File: src/design/c2dw_pkg.sv
`default_nettype none
package c2dw_pkg;

    // Field and storage widths
    localparam int PIX_W     = 16;
    localparam int VAL_W     = 36;
    localparam int PART_W    = 34;
    localparam int ROW_W     = 13;
    localparam int OCOL_W    = 11;
    localparam int KROW_W    = 48;
    localparam int KREG      = 3;
    localparam int CFG_IDX_W = 4;

    // Default sizing
    localparam int MAX_WIDTH_DEF = 1024;
    localparam int KMAX_DEF      = 3;

    // Mode register bits
    localparam int MODE_FULL_BIT = 0;
    localparam int MODE_FLIP_BIT = 1;

    typedef logic signed [PIX_W-1:0]  pix_t;
    typedef pix_t [KREG-1:0]          col_t;
    typedef logic signed [PART_W-1:0] part_t;
    typedef logic signed [VAL_W-1:0]  val_t;

    typedef enum logic [CFG_IDX_W-1:0] {
        CFG_KROW0   = 4'd0,
        CFG_KROW1   = 4'd1,
        CFG_KROW2   = 4'd2,
        CFG_KROWS   = 4'd3,
        CFG_KCOLS   = 4'd4,
        CFG_IWIDTH  = 4'd5,
        CFG_IHEIGHT = 4'd6,
        CFG_MODE    = 4'd7
    } cfg_idx_t;

    typedef enum logic {
        OP_PIXEL = 1'b0,
        OP_DRAIN = 1'b1
    } op_t;

    // Per-cycle control for one window column cell
    typedef struct packed {
        logic shift;
        logic zero_in;
        logic capture;
    } cell_ctrl_t;

endpackage
`default_nettype wire

File: src/design/c2dw_cell.sv
`default_nettype none
module c2dw_cell (
    input  wire logic               aclk,
    input  c2dw_pkg::cell_ctrl_t    ctrl,
    input  c2dw_pkg::col_t          col_in,
    input  c2dw_pkg::col_t          coef,
    output c2dw_pkg::col_t          col_out,
    output c2dw_pkg::part_t         part_out
);
    import c2dw_pkg::*;

    col_t                    pix_reg;
    part_t                   part_reg;
    logic signed [31:0]      prod [KREG];
    part_t                   part_next;

    // Column products, summed over the column
    always_comb begin
        part_next = '0;
        for (int i = 0; i < KREG; i++) begin
            prod[i]   = pix_reg[i] * coef[i];
            part_next = part_next + part_t'(prod[i]);
        end
    end

    // Shift pixels from the right neighbor, capture partial sum
    always_ff @(posedge aclk) begin
        if (ctrl.shift) begin
            pix_reg <= ctrl.zero_in ? '0 : col_in;
        end
        if (ctrl.capture) begin
            part_reg <= part_next;
        end
    end

    assign col_out  = pix_reg;
    assign part_out = part_reg;

endmodule
`default_nettype wire

File: config.mk
export PLATFORM = sky130hd
export DESIGN_NAME = c2dw_cell
export DESIGN_NICKNAME = d
export VERILOG_FILES = /design/src/design/c2dw_pkg.sv /design/src/design/c2dw_cell.sv
export SDC_FILE = /design/constraint.sdc
export NUM_CORES = 2
export LEC_CHECK = 0
export ABC_AREA = 1
export ABC_CLOCK_PERIOD_IN_PS = 10560
export BUFFER_PORTS_ARGS = -buffer_cell sky130_fd_sc_hd__buf_2
export CORE_UTILIZATION = 55
export CTS_CLUSTER_DIAMETER = 100
export DETAILED_ROUTE_END_ITERATION = 6
export HOLD_SLACK_MARGIN = 0.15
export PLACE_DENSITY = 0.79
export SKIP_CTS_REPAIR_TIMING = 1
export SLEW_MARGIN = 20
export SYNTH_ARGS = -nofsm -noshare
export SYNTH_HDL_FRONTEND = slang
export SYNTH_SLANG_ARGS = --single-unit
export TNS_END_PERCENT = 20
File: constraint.sdc
create_clock -name aclk -period 10.56 [get_ports aclk]
set_input_delay 2.112 -clock aclk [delete_from_list [all_inputs] [get_ports aclk]]
set_output_delay 2.112 -clock aclk [all_outputs]
set_load 0.05 [all_outputs]
==> metrics.md <==
| Metric | Value |
|---|---|
| Status | `complete, no violations` |
| Initial antenna violation count | `8` |
| Endpoints failing setup | `0` |
| 1st-iter DRT viols | `about 1,700` |
| Area share of the largest cell type after synthesis | `0.5365` |
| Worst slew margin | `0.3773` |
| Critical Path RT | `between 10 and 15 ns` |
| Placer Congestion | `between 0.9 and 1` |
| Largest cells by area after synthesis | `fa_1 54%, inv_1 16%, nand2_1 9.5%` |
| Setup CP Type | `in -> reg` |
| DRT Wirelength | `about 90 mm` |
| First-pass GRT wire length | `142.4 mm` |
| R2r setup slk | `2.21 ns` |
| Cell accounting for the most synthesized area | `fa_1` |
| Synth warn | `0` |
| DRT Pass-1 Iters | `5` |
| Hpwl dp | `around 77 mm` |
| Die area | `approximately 64,000 um2` |
| Seq/Total Area, Yosys | `0.07080` |
| CTS H-Tree Depth | `3` |
| Post-synthesis mux area share | `0` |
| Nets | `about 5,300` |
| Number of buffers created by CTS | `9` |
| WL per Instance | `between 15 and 20 um` |
| Global-route usage over all layers | `0.2946` |
| Final setup TNS | `0 ns` |
| R2R cell count | `26` |
| Min-delay src | `col_out[16]` |
| Die Span X | `approximately 250 um` |
| Hold depth | `5` |
| Row count | `91` |
| CTS tree | `built` |
| Share of layout cells above drive strength 1 | `0.06296` |
| Syn_nets | `roughly 5,300` |
| Min Tclk post-route | `~9.5 ns` |
| Hold Crit Endpoint | `part_out[0]` |
| Max Slew Vio Count | `0` |
| Max frequency | `105.5 MHz` |
| CP Data Arrival Time | `approximately 9.6 ns` |
| Critical-path maximum fanout | `16` |
| Chip height | `253.5 um` |
| Slew of the pin with the lowest slew margin | `approximately 0.93 ns` |
| Clk pin slew, worst setup/hold paths | `around 0.11 ns` |
| Vias in the first global route | `around 27,000` |
| Layout Skew | `between 0.04 and 0.05 ns` |
| Total gr overflow | `0` |
| # IOs | `between 150 and 200` |
| Hold Path Class | `reg -> reg` |
| DRC Markers | `0` |
| Hold Fails Final Rpt | `0` |
| Layout Area Growth over Synthesis | `4.954%` |
| Crit share post-route | `0.8978` |
| Mapped Area | `between 30,000 and 40,000 um2` |
| Largest net degree at the start of global routing | `between 40 and 50` |
| Worst Setup Start Kind | `primary input` |
| Starting Density | `0.5605` |
| Clock Sinks | `roughly 80` |
| Core area | `62,050 um2` |
| Post-Synth Simple-Gate Area | `0.1215` |
| Max Cap Violations | `0` |
| Port-buffer cells | `between 150 and 200` |
| Worst Setup End Kind | `register` |
| Clock root buffer | `clkbuf_16` |
| Vias per cell | `slightly above 5` |
| Unique masters post-synth | `32` |
| Mapped Cells | `around 4,100` |
| Via count | `about 25,000` |
| Clk buf depth | `2` |
| Clock Latency Late Sink | `between 0.4 and 0.5 ns` |
| Unrepaired setup endpoints after global routing | `false` |
| Area fraction in compound gates after synthesis | `0.01133` |
| RR Startpoint | `col_out[31]` |
| Post-Synth Adder-Cell Area | `0.6088` |
| Worst reg2reg path endpoint | `part_out[32]` |
| #FFs+latches synth | `82` |
| DRT antenna net count | `0` |
| Synth Area in XOR/XNOR | `0.006044` |
| Largest family of logic cells by synthesized area | `adder cells` |
| Mean post-synth cell area | `between 8 and 9 um2` |
## synthesized netlist by cell type (all sizes together)
master     n
a21boi     4
a21o       6
a21oi     33
clkbuf   169
clkinv     1
edfxtp    82
fa       932
ha       201
inv     1512
nand2    881
nand3     36
nand3b     1
nand4      7
nor2     112
nor3       6
nor4       3
o211ai     1
o21ai     15
o21bai     6
or2       25
xnor2      2
xor2      22
## registers in the layout (all words and copies together) (netlist names)
| name | count |
|---|---|
| part_out | 34 |
| col_out | 48 |
## area by class of cell
type	instances	area [um2]
sequential	82	2462
tap	837	1047
inverter	1513	5679
clock inverter	7	73.82
multi-input combinational	2293	26000
antenna	3	7.507
clock buffer	9	225.2
fill	5270	25550
timing repair buffer	194	1003
## stage by stage
stage          std cells  hold slack (ns)  worst slack (ns)    util  instance area (um2)
2_1_floorplan       4057            1.315             1.430       -                34780
5_1_grt             4937            1.269            0.7702  0.5882                36500
3_5_place_dp        4919            1.151            0.7065  0.5833                36200
3_3_place_gp        4919            1.128            0.6911  0.5833                36200
6_report            4938            1.227             1.079  0.5882                36500
4_1_cts             4935            1.213             1.121  0.5881                36500
## cell usage in the layout, fill, tap and decap left out, drive strengths merged, types with 7 or more instances in the layout
cell       n
a21oi     33
buf      194
clkbuf     9
edfxtp    82
fa       932
ha       201
inv     1515
nand2    881
nand3     36
nand4      7
nor2     112
o21ai     15
or2       25
xor2      22
## routing by layer
layer | up-vias | GRT usage | routed length [um]
li1 | 11010 | - | -
met1 | 12610 | 0.3804 | 32950
met2 | 1042 | 0.4823 | 43080
met3 | 211 | 0.05654 | 7910
met4 | 10 | 0.1358 | 4088
met5 | - | 0 | 66
## worst max path at each step
stage | endpoint | cells after the start | startpoint | slack (ns)
after floorplan | part_out[27] | 23 | coef[17] | 1.43
after global placement | part_out[32] | 25 | coef[17] | 0.69
after detailed placement | part_out[27] | 22 | coef[17] | 0.71
after CTS | part_out[27] | 22 | coef[17] | 1.12
after global routing | part_out[32] | 25 | coef[17] | 0.77
final | part_out[32] | 27 | coef[16] | 1.08
## logic make-up (layout without fill, tap and decap cells)
logic type | count (synthesis) | in the layout
fa+ha+maj | 1133 | 1133
other cells | 0 | 3
flops | 82 | 82
xor+xnor | 24 | 24
simple gates | 1071 | 1071
buf+inv | 1682 | 1723
compound gates | 65 | 65
## critical path: stages
cell,delay (ns)
buf_2,0.30
nand2_1,0.32
inv_1,0.59
fa_1,0.53
inv_1,0.10
fa_1,0.44
fa_1,0.41
fa_1,0.55
inv_1,0.06
fa_1,0.53
inv_1,0.06
fa_1,0.47
inv_1,0.05
fa_1,0.47
inv_1,0.05
fa_1,0.45
fa_1,0.57
inv_1,0.08
ha_1,0.34
a21oi_1,0.31
nor2_1,0.06
o21ai_0,0.16
nand3b_1,0.14
a21oi_1,0.26
nand2_1,0.08
nand2_1,0.06
nand2_1,0.05
Power is left out: the tool's default activity adds up to more than one toggle a clock period on the data nets, which glitch-free logic cannot reach.
